===== config.mk =====
export PLATFORM = sky130hd
export DESIGN_NAME = sensorless_motor_start_sequencer_top_flat
export DESIGN_NICKNAME = d
export VERILOG_FILES = /design/src/rtl/core/smss_pkg.sv /design/src/rtl/core/smss_req_if.sv /design/src/rtl/core/smss_rsp_if.sv /design/src/rtl/core/smss_csr.sv /design/src/rtl/core/smss_step.sv /design/src/rtl/core/sensorless_motor_start_sequencer_top.sv /design/src/flat_wrapper.sv
export SDC_FILE = /design/constraint.sdc
export NUM_CORES = 1
export LEC_CHECK = 0
export BUFFER_PORTS_ARGS = -buffer_cell sky130_fd_sc_hd__buf_2
export CAP_MARGIN = 10
export CORE_AREA = 2 2 311 313
export CTS_CLUSTER_SIZE = 24
export DETAILED_ROUTE_END_ITERATION = 12
export DIE_AREA = 0 0 313 315
export GPL_ROUTABILITY_DRIVEN = 0
export SETUP_SLACK_MARGIN = 0.2
export SYNTH_ARGS = -nofsm -noshare
export SYNTH_HDL_FRONTEND = slang
export SYNTH_HIERARCHICAL = 1
export SYNTH_SLANG_ARGS = --single-unit

===== constraint.sdc =====
create_clock -name clock -period 15.1 [get_ports clock]
set_input_delay 1.51 -clock clock [delete_from_list [all_inputs] [get_ports clock]]
set_output_delay 1.51 -clock clock [all_outputs]
set_load 0.01 [all_outputs]

===== src/rtl/core/smss_pkg.sv =====
// Types, codes and constants of the sensorless motor start sequencer.
`default_nettype none
package smss_pkg;

   typedef enum logic [2:0] {
      PH_STOP   = 3'd0,
      PH_OFFSET = 3'd1,
      PH_BSTART = 3'd2,
      PH_BWAIT  = 3'd3,
      PH_OSTART = 3'd4,
      PH_OWAIT  = 3'd5,
      PH_RAMP   = 3'd6,
      PH_RUN    = 3'd7
   } phase_type;

   typedef enum logic [2:0] {
      CSR_START_CURRENT    = 3'd0,
      CSR_ORIENT_VOLTAGE   = 3'd1,
      CSR_ORIENT_TICKS     = 3'd2,
      CSR_BOOST_TICKS      = 3'd3,
      CSR_ACCEL_STEP       = 3'd4,
      CSR_ACCEL_LIMIT      = 3'd5,
      CSR_SPEED_LIMIT      = 3'd6,
      CSR_TICKS_PER_SECOND = 3'd7
   } csr_index_type;

   localparam logic [1:0] PWM_OFF      = 2'd0;
   localparam logic [1:0] PWM_LOW_SIDE = 2'd1;
   localparam logic [1:0] PWM_SIX      = 2'd2;

   localparam logic [2:0] LED_IDLE      = 3'd0;
   localparam logic [2:0] LED_RAMP_DONE = 3'd1;
   localparam logic [2:0] LED_RUNNING   = 3'd2;
   localparam logic [2:0] LED_FAULT     = 3'd4;

   localparam logic CMD_START = 1'b1;

   localparam int CSR_DATA_W = 16;

   localparam logic [15:0] BOOST_TICKS_RESET      = 16'd10000;
   localparam logic [15:0] SPEED_LIMIT_RESET      = 16'd874;
   localparam logic [15:0] TICKS_PER_SECOND_RESET = 16'd25000;

   localparam logic [1:0]         FAULT_LIMIT      = 2'd3;
   localparam logic [2:0]         HANDOVER_TICKS   = 3'd3;
   localparam logic signed [15:0] ANGLE_60         = 16'sd10923;
   localparam logic [15:0]        RAMP_START_ANGLE = 16'hC000;
   localparam logic [31:0]        SPEED_START      = 32'h0001_0000;
   localparam logic [31:0]        SECONDS_MAX      = 32'hFFFF_FFFF;

   typedef struct packed {
      logic signed [15:0] start_current;
      logic [14:0]        orient_voltage;
      logic [15:0]        orient_ticks;
      logic [15:0]        boost_ticks;
      logic [15:0]        accel_step;
      logic [15:0]        accel_limit;
      logic [15:0]        speed_limit;
      logic [15:0]        ticks_per_second;
   } cfg_type;

   typedef struct packed {
      logic               cmd;
      logic               break_fault;
      logic               offset_done;
      logic signed [15:0] pll_angle;
      logic [14:0]        drive_magnitude;
      logic signed [15:0] drive_angle_offset;
      logic signed [15:0] target_current;
   } item_type;

   typedef struct packed {
      logic [2:0]         phase;
      logic [1:0]         pwm_mode;
      logic [14:0]        voltage_out;
      logic signed [15:0] voltage_angle;
      logic               voltage_valid;
      logic signed [15:0] transform_angle;
      logic signed [15:0] current_command;
      logic [2:0]         led_code;
      logic               error_flag;
      logic [31:0]        run_seconds;
      logic               rearm_output;
      logic               calibrating;
   } result_type;

   typedef struct packed {
      phase_type   phase;
      logic [1:0]  fault_count;
      logic [15:0] wait_ticks;
      logic [15:0] second_ticks;
      logic [31:0] accel_accum;
      logic [31:0] speed_accum;
      logic [2:0]  handover_count;
      logic [15:0] angle_gap;
      logic [15:0] park_angle;
      logic [15:0] current_cmd;
      logic [31:0] seconds;
      logic [2:0]  led;
      logic        error;
   } state_type;

   function automatic logic [1:0] pwm_of(input phase_type ph);
      logic [1:0] mode;
      mode = PWM_OFF;
      if (ph == PH_BWAIT) begin
         mode = PWM_LOW_SIDE;
      end else if (ph == PH_OWAIT || ph == PH_RAMP || ph == PH_RUN) begin
         mode = PWM_SIX;
      end
      return mode;
   endfunction

endpackage
`default_nettype wire


===== src/rtl/core/smss_req_if.sv =====
// Input item channel of the start sequencer.
`default_nettype none
interface smss_req_if;
   logic              valid;
   logic              ready;
   smss_pkg::item_type payload;

   modport source (output valid, output payload, input ready);
   modport sink (input valid, input payload, output ready);
endinterface
`default_nettype wire


===== src/rtl/core/smss_rsp_if.sv =====
// Result item channel of the start sequencer.
`default_nettype none
interface smss_rsp_if;
   logic                valid;
   logic                ready;
   smss_pkg::result_type payload;

   modport source (output valid, output payload, input ready);
   modport sink (input valid, input payload, output ready);
endinterface
`default_nettype wire


===== src/rtl/core/smss_csr.sv =====
// Configuration register file of the start sequencer.
`default_nettype none
module smss_csr (
   input  wire logic                            clock,
   input  wire logic                            reset,
   input  wire logic                            csr_write_enable,
   input  wire smss_pkg::csr_index_type         csr_index,
   input  wire logic [smss_pkg::CSR_DATA_W-1:0] csr_write_data,
   output smss_pkg::cfg_type                    cfg
);

   smss_pkg::cfg_type cfg_ff;
   smss_pkg::cfg_type cfg_in;

   always_comb begin
      cfg_in = cfg_ff;
      if (csr_write_enable) begin
         unique case (csr_index)
            smss_pkg::CSR_START_CURRENT:    cfg_in.start_current    = csr_write_data;
            smss_pkg::CSR_ORIENT_VOLTAGE:   cfg_in.orient_voltage   = csr_write_data[14:0];
            smss_pkg::CSR_ORIENT_TICKS:     cfg_in.orient_ticks     = csr_write_data;
            smss_pkg::CSR_BOOST_TICKS:      cfg_in.boost_ticks      = csr_write_data;
            smss_pkg::CSR_ACCEL_STEP:       cfg_in.accel_step       = csr_write_data;
            smss_pkg::CSR_ACCEL_LIMIT:      cfg_in.accel_limit      = csr_write_data;
            smss_pkg::CSR_SPEED_LIMIT:      cfg_in.speed_limit      = csr_write_data;
            smss_pkg::CSR_TICKS_PER_SECOND: cfg_in.ticks_per_second = csr_write_data;
            default: cfg_in = cfg_ff;
         endcase
      end
   end

   always_ff @(posedge clock) begin
      if (reset) begin
         cfg_ff.start_current    <= '0;
         cfg_ff.orient_voltage   <= '0;
         cfg_ff.orient_ticks     <= '0;
         cfg_ff.boost_ticks      <= smss_pkg::BOOST_TICKS_RESET;
         cfg_ff.accel_step       <= '0;
         cfg_ff.accel_limit      <= '0;
         cfg_ff.speed_limit      <= smss_pkg::SPEED_LIMIT_RESET;
         cfg_ff.ticks_per_second <= smss_pkg::TICKS_PER_SECOND_RESET;
      end else begin
         cfg_ff <= cfg_in;
      end
   end

   assign cfg = cfg_ff;

endmodule
`default_nettype wire


===== src/rtl/core/smss_step.sv =====
// Next-state and result logic for one item of the start sequencer.
`default_nettype none
module smss_step (
   input  wire smss_pkg::cfg_type    cfg,
   input  wire smss_pkg::state_type  cur,
   input  wire smss_pkg::item_type   item,
   output smss_pkg::state_type       nxt,
   output smss_pkg::result_type      res
);

   logic [1:0]  fault_inc;
   logic [15:0] wait_dec;

   logic [31:0] accel_n;
   logic [31:0] speed_sum;
   logic [31:0] speed_n;
   logic [15:0] spd_hi;
   logic [15:0] park_n;
   logic [15:0] gap_n;
   logic        gap_pos;
   logic        at_speed;
   logic [2:0]  hc_arm;
   logic [2:0]  hc_step;
   logic [2:0]  hc_ramp;
   logic        to_run;

   logic [15:0] cur_slew;
   logic [31:0] seconds_inc;

   logic [14:0] v_out;
   logic [15:0] v_ang;
   logic        v_valid;
   logic        rearm;
   logic        calib;

   assign fault_inc = cur.fault_count + 2'd1;
   assign wait_dec  = (cur.wait_ticks != 16'd0) ? cur.wait_ticks - 16'd1 : 16'd0;

   // Forced ramp: acceleration and speed integrators, each clamped.
   assign accel_n   = (cur.accel_accum[31:16] < cfg.accel_limit)
                    ? cur.accel_accum + {16'd0, cfg.accel_step}
                    : {cfg.accel_limit, cur.accel_accum[15:0]};
   assign speed_sum = cur.speed_accum + {4'd0, accel_n[31:4]};
   assign speed_n   = (speed_sum[31:16] >= cfg.speed_limit)
                    ? {cfg.speed_limit, speed_sum[15:0]} : speed_sum;
   assign spd_hi    = speed_n[31:16];
   assign park_n    = cur.park_angle + spd_hi;
   assign gap_n     = item.pll_angle - park_n;
   assign gap_pos   = $signed(gap_n) > 16'sd0;
   assign at_speed  = spd_hi >= cfg.speed_limit;

   assign hc_arm  = ($signed(park_n) > smss_pkg::ANGLE_60 && cur.handover_count == 3'd0)
                  ? 3'd1 : cur.handover_count;
   assign hc_step = gap_pos ? hc_arm + 3'd1 : 3'd1;
   assign hc_ramp = (hc_arm != 3'd0 && at_speed) ? hc_step : hc_arm;
   assign to_run  = hc_arm != 3'd0 && at_speed && gap_pos
                  && hc_step > smss_pkg::HANDOVER_TICKS;

   always_comb begin
      if ($signed(cur.current_cmd) < item.target_current) begin
         cur_slew = cur.current_cmd + 16'd1;
      end else if ($signed(cur.current_cmd) > item.target_current) begin
         cur_slew = cur.current_cmd - 16'd1;
      end else begin
         cur_slew = cur.current_cmd;
      end
   end

   assign seconds_inc = (cur.seconds != smss_pkg::SECONDS_MAX)
                      ? cur.seconds + 32'd1 : cur.seconds;

   always_comb begin
      nxt     = cur;
      v_out   = '0;
      v_ang   = '0;
      v_valid = 1'b0;
      rearm   = 1'b0;
      calib   = 1'b0;
      if (item.cmd == smss_pkg::CMD_START) begin
         if (cur.phase == smss_pkg::PH_STOP) begin
            nxt.phase = smss_pkg::PH_OFFSET;
            nxt.error = 1'b0;
         end
      end else begin
         nxt.wait_ticks = wait_dec;
         if (item.break_fault) begin
            if (fault_inc == smss_pkg::FAULT_LIMIT) begin
               nxt.fault_count = '0;
               nxt.led         = smss_pkg::LED_FAULT;
               nxt.phase       = smss_pkg::PH_STOP;
               nxt.error       = 1'b1;
               nxt.seconds     = '0;
            end else begin
               nxt.fault_count = fault_inc;
               rearm           = 1'b1;
            end
         end else begin
            nxt.fault_count = '0;
            unique case (cur.phase)
               smss_pkg::PH_STOP: begin
                  nxt.led     = smss_pkg::LED_IDLE;
                  nxt.seconds = '0;
                  calib       = !cur.error;
               end
               smss_pkg::PH_OFFSET: begin
                  if (!item.offset_done) begin
                     calib = 1'b1;
                  end else begin
                     nxt.phase        = smss_pkg::PH_BSTART;
                     nxt.seconds      = '0;
                     nxt.second_ticks = cfg.ticks_per_second;
                  end
               end
               smss_pkg::PH_BSTART: begin
                  nxt.wait_ticks = cfg.boost_ticks;
                  nxt.phase      = smss_pkg::PH_BWAIT;
               end
               smss_pkg::PH_BWAIT: begin
                  if (wait_dec == 16'd0) begin
                     nxt.phase = smss_pkg::PH_OSTART;
                  end
               end
               smss_pkg::PH_OSTART: begin
                  v_out          = cfg.orient_voltage;
                  v_valid        = 1'b1;
                  nxt.wait_ticks = cfg.orient_ticks;
                  nxt.phase      = smss_pkg::PH_OWAIT;
               end
               smss_pkg::PH_OWAIT: begin
                  if (wait_dec == 16'd0) begin
                     nxt.current_cmd    = cfg.start_current;
                     nxt.handover_count = '0;
                     nxt.accel_accum    = '0;
                     nxt.speed_accum    = smss_pkg::SPEED_START;
                     nxt.park_angle     = smss_pkg::RAMP_START_ANGLE;
                     nxt.phase          = smss_pkg::PH_RAMP;
                  end
               end
               smss_pkg::PH_RAMP: begin
                  nxt.accel_accum    = accel_n;
                  nxt.speed_accum    = speed_n;
                  nxt.park_angle     = park_n;
                  nxt.angle_gap      = gap_n;
                  nxt.handover_count = hc_ramp;
                  v_out              = item.drive_magnitude;
                  v_valid            = 1'b1;
                  v_ang              = park_n + item.drive_angle_offset;
                  if (to_run) begin
                     nxt.phase = smss_pkg::PH_RUN;
                     nxt.led   = smss_pkg::LED_RAMP_DONE;
                  end
               end
               smss_pkg::PH_RUN: begin
                  v_out          = item.drive_magnitude;
                  v_valid        = 1'b1;
                  v_ang          = cur.park_angle + item.drive_angle_offset;
                  nxt.park_angle = item.pll_angle - cur.angle_gap;
                  if ($signed(cur.angle_gap) < 16'sd0) begin
                     nxt.angle_gap = cur.angle_gap + 16'd1;
                  end else if ($signed(cur.angle_gap) > 16'sd0) begin
                     nxt.angle_gap = cur.angle_gap - 16'd1;
                  end else begin
                     if (cur.second_ticks == 16'd0) begin
                        nxt.second_ticks = cfg.ticks_per_second;
                        nxt.seconds      = seconds_inc;
                     end else begin
                        nxt.second_ticks = cur.second_ticks - 16'd1;
                     end
                     nxt.current_cmd = cur_slew;
                     nxt.led         = smss_pkg::LED_RUNNING;
                  end
               end
               default: nxt.phase = smss_pkg::PH_STOP;
            endcase
         end
      end
   end

   always_comb begin
      res.phase           = nxt.phase;
      res.pwm_mode        = smss_pkg::pwm_of(nxt.phase);
      res.voltage_out     = v_out;
      res.voltage_angle   = v_ang;
      res.voltage_valid   = v_valid;
      res.transform_angle = nxt.park_angle;
      res.current_command = nxt.current_cmd;
      res.led_code        = nxt.led;
      res.error_flag      = nxt.error;
      res.run_seconds     = nxt.seconds;
      res.rearm_output    = rearm;
      res.calibrating     = calib;
   end

endmodule
`default_nettype wire


===== src/rtl/core/sensorless_motor_start_sequencer_top.sv =====
// Top level of the sensorless motor start sequencer.
//
//   channel   direction  handshake            content
//   req_bus   in         valid/ready          one control tick or start request
//   rsp_bus   out        valid/ready          one command item per request item
//   csr_*     in         write enable only    eight configuration registers
//
// An item is registered at the input, processed against the phase state and written
// to the result register; one item per cycle is sustained while results are taken.
// Reset is synchronous; it resets the phase state, the configuration (to its defaults) and both valids.
// A stalled result holds the result register; the input register still takes
// one item, and further items wait until the result is taken.
`default_nettype none
module sensorless_motor_start_sequencer_top (
   input  wire logic                            clock,
   input  wire logic                            reset,
   smss_req_if.sink                             req_bus,
   smss_rsp_if.source                           rsp_bus,
   input  wire logic                            csr_write_enable,
   input  wire smss_pkg::csr_index_type         csr_index,
   input  wire logic [smss_pkg::CSR_DATA_W-1:0] csr_write_data
);

   smss_pkg::cfg_type    cfg;
   smss_pkg::item_type   item_ff;
   logic                 item_valid_ff;
   smss_pkg::state_type  state_ff;
   smss_pkg::state_type  state_in;
   smss_pkg::result_type result_in;
   smss_pkg::result_type rsp_ff;
   logic                 rsp_valid_ff;
   logic                 out_free;
   logic                 advance;
   logic                 req_take;

   smss_csr u_csr (
      .clock            (clock),
      .reset            (reset),
      .csr_write_enable (csr_write_enable),
      .csr_index        (csr_index),
      .csr_write_data   (csr_write_data),
      .cfg              (cfg)
   );

   smss_step u_step (
      .cfg  (cfg),
      .cur  (state_ff),
      .item (item_ff),
      .nxt  (state_in),
      .res  (result_in)
   );

   assign out_free      = !rsp_valid_ff || rsp_bus.ready;
   assign advance       = item_valid_ff && out_free;
   assign req_bus.ready = !item_valid_ff || out_free;
   assign req_take      = req_bus.valid && req_bus.ready;

   always_ff @(posedge clock) begin
      if (reset) begin
         item_valid_ff <= 1'b0;
      end else if (req_take) begin
         item_valid_ff <= 1'b1;
      end else if (advance) begin
         item_valid_ff <= 1'b0;
      end
   end

   always_ff @(posedge clock) begin
      if (req_take) begin
         item_ff <= req_bus.payload;
      end
   end

   always_ff @(posedge clock) begin
      if (reset) begin
         state_ff.phase          <= smss_pkg::PH_STOP;
         state_ff.fault_count    <= '0;
         state_ff.wait_ticks     <= '0;
         state_ff.second_ticks   <= '0;
         state_ff.accel_accum    <= '0;
         state_ff.speed_accum    <= '0;
         state_ff.handover_count <= '0;
         state_ff.angle_gap      <= '0;
         state_ff.park_angle     <= '0;
         state_ff.current_cmd    <= '0;
         state_ff.seconds        <= '0;
         state_ff.led            <= '0;
         state_ff.error          <= 1'b0;
      end else if (advance) begin
         state_ff <= state_in;
      end
   end

   always_ff @(posedge clock) begin
      if (reset) begin
         rsp_valid_ff <= 1'b0;
      end else if (advance) begin
         rsp_valid_ff <= 1'b1;
      end else if (rsp_bus.ready) begin
         rsp_valid_ff <= 1'b0;
      end
   end

   always_ff @(posedge clock) begin
      if (advance) begin
         rsp_ff <= result_in;
      end
   end

   assign rsp_bus.valid   = rsp_valid_ff;
   assign rsp_bus.payload = rsp_ff;

endmodule
`default_nettype wire


===== src/flat_wrapper.sv =====
// flat-port wrapper written by rule: the top's interface ports become plain ports
module sensorless_motor_start_sequencer_top_flat 
  (clock, reset, csr_write_enable, csr_index, csr_write_data, req_bus_valid, req_bus_payload, req_bus_ready, rsp_bus_valid, rsp_bus_payload, rsp_bus_ready);
  smss_req_if req_bus_i ();
  smss_rsp_if rsp_bus_i ();
  input  wire logic clock;
  input  wire logic reset;
  input  wire logic csr_write_enable;
  input  wire smss_pkg::csr_index_type csr_index;
  input  wire logic [smss_pkg::CSR_DATA_W-1:0] csr_write_data;
  input wire logic [$bits(req_bus_i.valid)-1:0] req_bus_valid;
  input wire logic [$bits(req_bus_i.payload)-1:0] req_bus_payload;
  output wire logic [$bits(req_bus_i.ready)-1:0] req_bus_ready;
  output wire logic [$bits(rsp_bus_i.valid)-1:0] rsp_bus_valid;
  output wire logic [$bits(rsp_bus_i.payload)-1:0] rsp_bus_payload;
  input wire logic [$bits(rsp_bus_i.ready)-1:0] rsp_bus_ready;
  assign req_bus_i.valid = req_bus_valid;
  assign req_bus_i.payload = req_bus_payload;
  assign req_bus_ready = req_bus_i.ready;
  assign rsp_bus_valid = rsp_bus_i.valid;
  assign rsp_bus_payload = rsp_bus_i.payload;
  assign rsp_bus_i.ready = rsp_bus_ready;
  sensorless_motor_start_sequencer_top u_core (.clock(clock), .reset(reset), .req_bus(req_bus_i), .rsp_bus(rsp_bus_i), .csr_write_enable(csr_write_enable), .csr_index(csr_index), .csr_write_data(csr_write_data));
endmodule

Word level (Yosys, flattened, before mapping). Index checks and enable logic that the tools add are counted.

Flip-flop bits (word level): 490. Output and inout bits: 109. Word-level logic and storage cells: 197.

Add/sub/neg operators: 16. Magnitude comparators: 10. Equal/unequal tests: 26. Multiplexer cells: 58. Bitwise logic cells: 2. Reductions and logical operators: 42.

Operator list (number): 32-bit two-way mux (6); 16-bit one-hot mux with 2 select lines (5); 147-bit two-way mux (1); 16-bit two-way mux (9); 67-bit two-way mux (2); 67-bit one-hot mux with 2 select lines (1); 51-bit two-way mux (2); 32-bit one-hot mux with 3 select lines (1); 16-bit by 1-bit subtractor with 16-bit output (second input constant) (4); 16-bit adder (3); 16-bit one-hot mux with 3 select lines (1); 36-bit two-way mux (1); 35-bit two-way mux (1); 3-bit equality test (second input constant) (11); 3-bit two-way mux (11); 16-bit by 1-bit adder with 16-bit output (second input constant) (2); 32-bit by 1-bit adder with 32-bit output (second input constant) (1); 32-bit by 16-bit adder with 32-bit output (1); 32-bit by 28-bit adder with 32-bit output (1); 16-bit >= comparator (2); 16-bit by 1-bit > comparator with 1-bit output (second input constant) (2); 16-bit zero test (2); 16-bit < comparator (2); 32-bit inequality test (second input constant) (1); 34 further kinds (81).

Longest topological paths before layout. Gate-level depths: netlist (run 1).

Depth in word-level cells: 21. Depth in mapped cells: 56. Mapped depth without buffers: 52.

Modules after synthesis. The synthesis (run 1) kept the hierarchy.

Modules (own cells, without submodules): smss_step (times used 1, cells an instance 2272, area each 14457.6 um^2, sequential area each 0.0 um^2); sensorless_motor_start_sequencer_top (times used 1, cells an instance 998, area each 13646.8 um^2, sequential area each 8998.6 um^2); smss_csr (times used 1, cells an instance 460, area each 5026.1 um^2, sequential area each 2542.4 um^2).

Least setup slack after synthesis (run 1). Ideal clock, no wire load.

Path type: register -> register. Start: reg u_core.u_csr.cfg_ff, in the netlist u_core/u_csr/cfg[33]. End: reg u_core.rsp_ff, in the netlist u_core/rsp_bus.payload[37], data pin. Setup time: 0.251 ns. Arrival time: 11.042 ns. Slack: 3.807 ns. Cell stages (with the launch flop): 54. Cells stage by stage: dfxtp_1 > inv_1 > ha_1 > a21o_1 > a21o_1 > a21o_1 > a211oi_1 > o21bai_1 > a211oi_1 > o211ai_1 > and2_0 > clkbuf_1 > clkbuf_1 > o31ai_1 > ha_1 > inv_1 > fa_1 > nor2b_1 > (+18 left out) > inv_1 > fa_1 > nand3b_4 > a31oi_4 > nor2_1 > xor2_1 > ha_1 > o21a_1 > nor2_1 > a21oi_1 > maj3_2 > a211o_1 > a211oi_2 > o31a_2 > o221ai_2 > or3_4 > a311o_1 > buf_4.

RTL lines: start: declaration (line smss_csr.sv:12) `smss_pkg::cfg_type cfg_ff;`; start signal: assignment (line smss_csr.sv:43) `cfg_ff <= cfg_in;`; end signal: assignment (line sensorless_motor_start_sequencer_top.sv:106) `rsp_ff <= result_in;`; end: declaration (line sensorless_motor_start_sequencer_top.sv:30) `smss_pkg::result_type rsp_ff;`.

==> flow_summary.ini, run 1 <==
[status]
status = completed

[global_route]
first_global_vias = 25680
grt_pass1_wl_um = 149500
antenna_found_initial = 1
grt_start_max_net_pins = 248
grt.total_usage = 0.1906
overflow = 0

[synthesis]
synth_top_family_by_area = simple AND/OR/NAND/NOR gates
ys_top_cells_by_count = nand2b_1, mux2i_1, dfxtp_1
synth_compound_area_frac = 0.1649
syn_nets = 4002
yosysMostFrequentCell = nand2b_1
synthTopCellsByArea = dfxtp_1, edfxtp_1, mux2i_1
syn_area_per_cell_um2 = 8.882
yosysTopAreaCell = dfxtp_1
synthMuxAreaShare = 0.1028
synthXorXnorAreaFrac = 0.02802
yosysUniqueCellTypes = 102
syn-cell-area_um2 = 33130
async_flop_share = 0
synth_top_area_frac = 0.1915
synth_edf_count = 173
ys_seq_area_frac = 0.3484
yosys.area_share.adder = 0.07104
ys_ff_latch = 490
synth_simple_gate_area_frac = 0.2234
synthCells = 3730
ys.flop_type = dfxtp_1
yosys_warnings = 6

[die]
coreArea_um2 = 95710
initial_core_util = 0.3462
ioPinCount = 199
die_x_um = 313
num_rows = 114
die_h_um = 315
dieArea_um2 = 98600

[critical_path]
end_kind = register
arrival_ns = 13.15
start_kind = register
slowest_delay_ns = 0.79
worst-setup-path-type = reg -> reg
critPathSlowestCell = o21a_1
critPathTopFamily = compound AO/OA/AOI/OAI gates
cp.depth = 50
rr_worst_depth = 50
path_buf_inv = 4
crit_fanout = 26
cp.required_ns = 15.61
crit_top_cell = ha_1

[power_and_ir_drop]
p_sw_frac = 0.3340
combPwrFrac = 0.264
p_leak_nw = 14.23
clockPowerShare = 0.371
internal_power_w = 0.002652
pwr-share-seq = 0.366
power.density_nw_per_um2 = 108.9
peakVddDrop_mv = 0.1592
power.switching_w = 0.001330

[worst_hold_path]
min_path_type = reg -> reg
hold_path_depth = 2

[clock_tree]
tritoncts = yes
htreeDepth = 2
clockBufferDepth = 3
root_buffer = clkbuf_16
clk_pin_slew_ns = 0.06
ctsHoldBuffers = 0
cts_made_buffers = 59
clock_latency_ns = 0.67
cts.sinks = 490
cts_setup_buffers = 0
cts_resized = 0

[detailed_routing]
vias = 27160
ant_nets = 0
drt_iter0_drc = 2280
viasPerCell = 5.355
wl_per_cell_um = 19.05
drc = 0
finalWirelength_um = 96610
drtPass1Iterations = 6

[cells_and_area]
register_area_um2 = 11540
multiInputGateArea_um2 = 19620
final_util = 0.3822
fill_cells = 9683
antenna_cells = 0
drive_above_1_share = 0.1065
syn2layout_area_growth_pct = 10.42
nets = 4017
fin_cells = 5071

[sta]
rsz0062_at_grt = no
fin_setup_tns_ns = 0
fin_crit_ns = 12.64
worst_pin_slew_ns = 1.110
setup-violations-final = 0
finalHoldViolations = 0
timing.slew.headroom = 0.2580
drv_slew = 0
fmax_ghz = 0.07912
period_share = 0.8371
skew_ns = 0.04003

[placed_design]
dp_hpwl_um = 67110
io_buffers = 198
dp_cells = 4960

[job]
cap_violations = 0
## worst reg2reg max path, delay by kind of cell (launching register included)
family	cells	cell delay (ns)
XOR/XNOR	3	0.80
adder cells (fa/ha/maj)	8	2.64
AO/OA/AOI/OAI	25	6.31
multiplexers	1	0.06
buffers and inverters	4	0.61
flip-flops	1	0.44
AND/OR/NAND/NOR	9	1.63
## kinds of logic (layout without fill, tap and decap cells)
group,count (synthesis),in the layout
simple gates,1371,1371
compound gates,821,821
flops,490,490
buf+inv,418,483
mux,339,339
fa+ha+maj,185,185
xor+xnor,106,106
## path summary, 6_finish.rpt
| check | from | to | slack [ns] |
|---|---|---|---|
| setup / recovery | u_core/state_ff[136]$_SDFFE_PP0P_ | u_core/state_ff[3]$_SDFFE_PP0P_ | 2.46 |
| hold / removal | u_core/u_csr/cfg[99]$_SDFFE_PP0P_ | u_core/u_csr/cfg[99]$_SDFFE_PP0P_ | 0.47 |
| setup reg to reg | u_core/state_ff[136]$_SDFFE_PP0P_ | u_core/state_ff[3]$_SDFFE_PP0P_ | 2.46 |
| hold reg to reg | u_core/u_csr/cfg[99]$_SDFFE_PP0P_ | u_core/u_csr/cfg[99]$_SDFFE_PP0P_ | 0.47 |
## layout by cell type (no fill, tap or decap), types with 28 or more instances in the layout
cell type  synthesis  layout
nand2_1          233     233
o21ai_0          229     229
xnor2_1           76      76
nand4_1           31      31
xor2_1            30      30
o22ai_1           32      32
nand2b_1         525     525
inv_1            134     134
buf_2             19     197
a22o_1            58      58
nor2_1           230     227
nand3_1           81      80
and3_1            29      28
dfxtp_1          317     316
ha_1             176     176
buf_4             84      38
a22oi_1           41      41
a21o_1            46      46
edfxtp_1         173     173
mux2i_1          329     329
nor3_1            68      68
a21oi_1          155     154
clkbuf_16          0      62
## layout make-up
type	count	share of cell area
inverters	134	0.01375
multi-input cells	2822	0.5362
clock inverters	41	0.01064
repair buffers	238	0.03625
flip-flops and latches	490	0.3155
well taps	1276	0.04364
clock buffers	70	0.04405
## power groups by stage
| stage | Combinational (W) | Sequential [W] | Clock (W) |
|---|---|---|---|
| floorplan | 0.000709 | 0.00148 | 0 |
| global placement | 0.00103 | 0.00148 | 0 |
| detailed placement | 0.00104 | 0.00148 | 0 |
| CTS | 0.00104 | 0.00146 | 0.00152 |
| global route | 0.00115 | 0.00146 | 0.00157 |
| finish | 0.00105 | 0.00146 | 0.00148 |
## sequential cells by signal, indices dropped and copies added, names as in the netlist
signal                  flops
u_core/item_ff             66
u_core/item_valid_ff        1
u_core/rsp_bus.payload    107
u_core/rsp_bus.valid        1
u_core/state_ff           188
u_core/u_csr/cfg          127
## per-layer routing
metal	vias to the layer above	routed length [um]	global-route usage
li1	13340	-	-
met1	12860	44600	0.2609
met2	805	43590	0.3081
met3	149	5419	0.02684
met4	0	2996	0.06361
met5	-	0	0
## through the flow
step	cell area, um2	hold slack [ns]	power (W)	setup WS, ns
after floorplan	33130	0.4439	0.002187	3.807
after global placement	34580	0.4603	0.002509	2.883
after detailed placement	34580	0.4613	0.002524	2.640
after CTS	36580	0.4767	0.004020	2.560
after global routing	36580	0.4852	0.004181	1.532
final	36580	0.4716	0.003982	2.460
Note: power is estimated with default switching activity, not from simulation.
==> run 2: changes to the inputs <==
--- a/config.mk
+++ b/config.mk
@@ -5,12 +5,13 @@
 export SDC_FILE = /design/constraint.sdc
 export NUM_CORES = 1
 export LEC_CHECK = 0
+export ABC_AREA = 1
 export BUFFER_PORTS_ARGS = -buffer_cell sky130_fd_sc_hd__buf_2
 export CAP_MARGIN = 10
-export CORE_AREA = 2 2 311 313
+export CORE_AREA = 2 2 321 323
 export CTS_CLUSTER_SIZE = 24
 export DETAILED_ROUTE_END_ITERATION = 12
-export DIE_AREA = 0 0 313 315
+export DIE_AREA = 0 0 323 325
 export GPL_ROUTABILITY_DRIVEN = 0
 export SETUP_SLACK_MARGIN = 0.2
 export SYNTH_ARGS = -nofsm -noshare
==> constraint.sdc (replaced) <==
create_clock -name clock -period 11 [get_ports clock]
set_input_delay 1.1 -clock clock [delete_from_list [all_inputs] [get_ports clock]]
set_output_delay 1.1 -clock clock [all_outputs]
set_load 0.01 [all_outputs]
==> run 2 against run 1 <==
Against the previous run: fmax increased by 27%; critical path type unchanged; hold slack lost 0.0084 ns; design area rose by 5.5%; largest cell class unchanged; register-to-register slack worse by 1.4 ns; setup slack lost 1.4 ns; cell count up 31%; non-clock buffer count increased by 5; combinational power increased by 87%.
==> flow_summary.ini, run 2 <==
[cells_and_area]
drive_above_1_share = 0.09264
register_area_um2 = 11540
regMostFlops = u_core/state_ff
fill_cells = 10800
multiInputGateArea_um2 = 19350
stdcell_area_um2 = 38600
fin_cells = 6625
antenna_cells = 0
final_common_cell = nand2_1
nets = 5478
largest_reg_flops = 188
most-common-layout-cells = nand2_1, inv_1, nor2_1
syn2layout_area_growth_pct = 9.724

[critical_path]
slowest_delay_ns = 0.71
start_kind = register
cp.required_ns = 11.61
crit_fanout = 5
worst-setup-path-type = reg -> reg
crit_top_cell = nand2_1
arrival_ns = 10.59
end_kind = register
critPathSlowestCell = o21ai_0

[placed_design]
dp_cells = 6505
dp_hpwl_um = 80870
io_buffers = 198
dpl-instance-area_um2 = 36380

[synthesis]
synthCells = 5217
yosysMostFrequentCell = nand2_1
ys_ff_latch = 490
synthXorXnorAreaFrac = 0.01544
synth_simple_gate_area_frac = 0.2976
async_flop_share = 0
synth_edf_count = 173
yosysTopAreaCell = dfxtp_1
synth_top_area_frac = 0.1804
syn-cell-area_um2 = 35180
yosysUniqueCellTypes = 67
syn_area_per_cell_um2 = 6.743
synth_compound_area_frac = 0.1671
ys_top_cells_by_count = nand2_1, inv_1, nor2_1
synth_top_family_by_area = simple AND/OR/NAND/NOR gates
synthMuxAreaShare = 0
syn_nets = 5489
yosys.area_share.adder = 0.06601
synthTopCellsByArea = dfxtp_1, edfxtp_1, nand2_1
ys_seq_area_frac = 0.3281
yosys_warnings = 6
ys.flop_type = dfxtp_1

[power_and_ir_drop]
power.switching_w = 0.002286
clockPowerShare = 0.345
peakVddDrop_mv = 0.1314
fin_total_pwr_w = 0.006161
pwr-share-seq = 0.338
p_sw_frac = 0.3710
p_leak_nw = 16.61
combPwrFrac = 0.318
internal_power_w = 0.003875
power.density_nw_per_um2 = 159.6

[global_route]
grt_pass1_wl_um = 177800
antenna_found_initial = 4
overflow = 0
grt.total_usage = 0.2126
first_global_vias = 31200
grt_start_max_net_pins = 127

[detailed_routing]
ant_nets = 0
drtPass1Iterations = 6
drt_iter0_drc = 3143
viasPerCell = 5.205
finalWirelength_um = 116000
wl_per_cell_um = 17.51
vias = 34490
drc = 0

[sta]
skew_ns = 0.03221
fin_crit_ns = 9.978
fin_setup_tns_ns = 0
timing.slew.headroom = 0.1784
drv_slew = 0
period_share = 0.9071
fmax_ghz = 0.1002
finalHoldViolations = 0
rsz0062_at_grt = no
setup-violations-final = 0
worst_pin_slew_ns = 1.232

[die]
initial_core_util = 0.3473
die_x_um = 323
die_h_um = 325
coreArea_um2 = 101300
dieArea_um2 = 105000
num_rows = 117
ioPinCount = 199

[clock_tree]
clockBufferDepth = 3
cts_made_buffers = 60
cts.sinks = 490
clock_latency_ns = 0.68
ctsHoldBuffers = 0
root_buffer = clkbuf_16
htreeDepth = 2
clk_pin_slew_ns = 0.06
tritoncts = yes

[job]
cap_violations = 0

[status]
status = completed

[worst_hold_path]
min_path_type = reg -> reg
-- run 2: cell count changes in the layout (fill, tap and decap cells not counted), sizes merged, moves of 329 or more --
cell	before	now
inv	142	677
nand2b	525	0
nor2	230	665
mux2i	329	0
nand2	233	1159
nand3	82	463
-- run 2: stage by stage --
stage / hold slack, ns / util / setup slack, ns
4_1_cts: 0.4642 / 0.3798 / 0.5997
3_3_place_gp: 0.4420 / 0.3592 / 0.7393
5_1_grt: 0.4857 / 0.3810 / 0.2020
6_report: 0.4632 / 0.3810 / 1.022
3_5_place_dp: 0.4479 / 0.3592 / 0.6031
2_1_floorplan: 0.4289 / - / 2.573
-- run 2: logic make-up after synthesis --
kind of cell	after synthesis
buffers and inverters	998
AOI/OAI and AO/OA	1033
adders and majority gates	182
DFF	490
and+or+nand+nor	2452
xor gates and xnor gates	62
-- run 2: worst paths after layout --
| check | to | from | slack [ns] | cells after the start |
|---|---|---|---|---|
| worst max-delay path | u_core/state_ff[185]$_SDFFE_PP0P_ | u_core/state_ff[119]$_SDFFE_PP0P_ | 1.02 | 63 |
| worst min-delay path | u_core/u_csr/cfg[21]$_SDFFE_PP1P_ | u_core/u_csr/cfg[21]$_SDFFE_PP1P_ | 0.46 | 2 |
| worst max register to register | u_core/state_ff[185]$_SDFFE_PP0P_ | u_core/state_ff[119]$_SDFFE_PP0P_ | 1.02 | 63 |
| worst min register to register | u_core/u_csr/cfg[21]$_SDFFE_PP1P_ | u_core/u_csr/cfg[21]$_SDFFE_PP1P_ | 0.46 | 2 |
-- run 2: final cells by class --
class / instances / area share
clock buffers: 83 / 0.04441
clock inverters: 30 / 0.009822
inverters: 680 / 0.06645
multi-input cells: 3730 / 0.5012
flip-flops and latches: 490 / 0.2991
well taps: 1368 / 0.04434
repair buffers: 243 / 0.03452
repair inverters: 1 / 0.0001297
-- run 2: timing repair --
action                                  CTS  global route
endpoints found under the hold margin     0             0
endpoints found under the setup margin    0            26
buffers inserted                          0             5
resized for setup                         0            21
-- run 2: per-layer routing --
metal | wire length, um | up-vias | track usage
met2 | 52850 | 1155 | 0.3464
li1 | - | 17140 | -
met1 | 51940 | 16020 | 0.2897
met5 | 0 | - | 0
met4 | 3466 | 0 | 0.06977
met3 | 7721 | 175 | 0.02690
-- run 2: worst max-delay path, delay by kind of cell, from the launching register on --
family,cells,cell delay (ns)
xor+xnor,1,0.42
buf+inv,8,0.67
fa+ha+maj,6,2.05
simple gates,36,3.61
flops,1,0.35
compound gates,12,2.82
-- run 2: power groups by stage --
stage | Clock [W] | Sequential, W | Combinational, W
final | 0.00212 | 0.00208 | 0.00196
after floorplan | 0 | 0.00209 | 0.00144
after global placement | 0 | 0.00212 | 0.00188
after detailed placement | 0 | 0.00212 | 0.00190
after global routing | 0.00225 | 0.00209 | 0.00219
after CTS | 0.00217 | 0.00208 | 0.00191
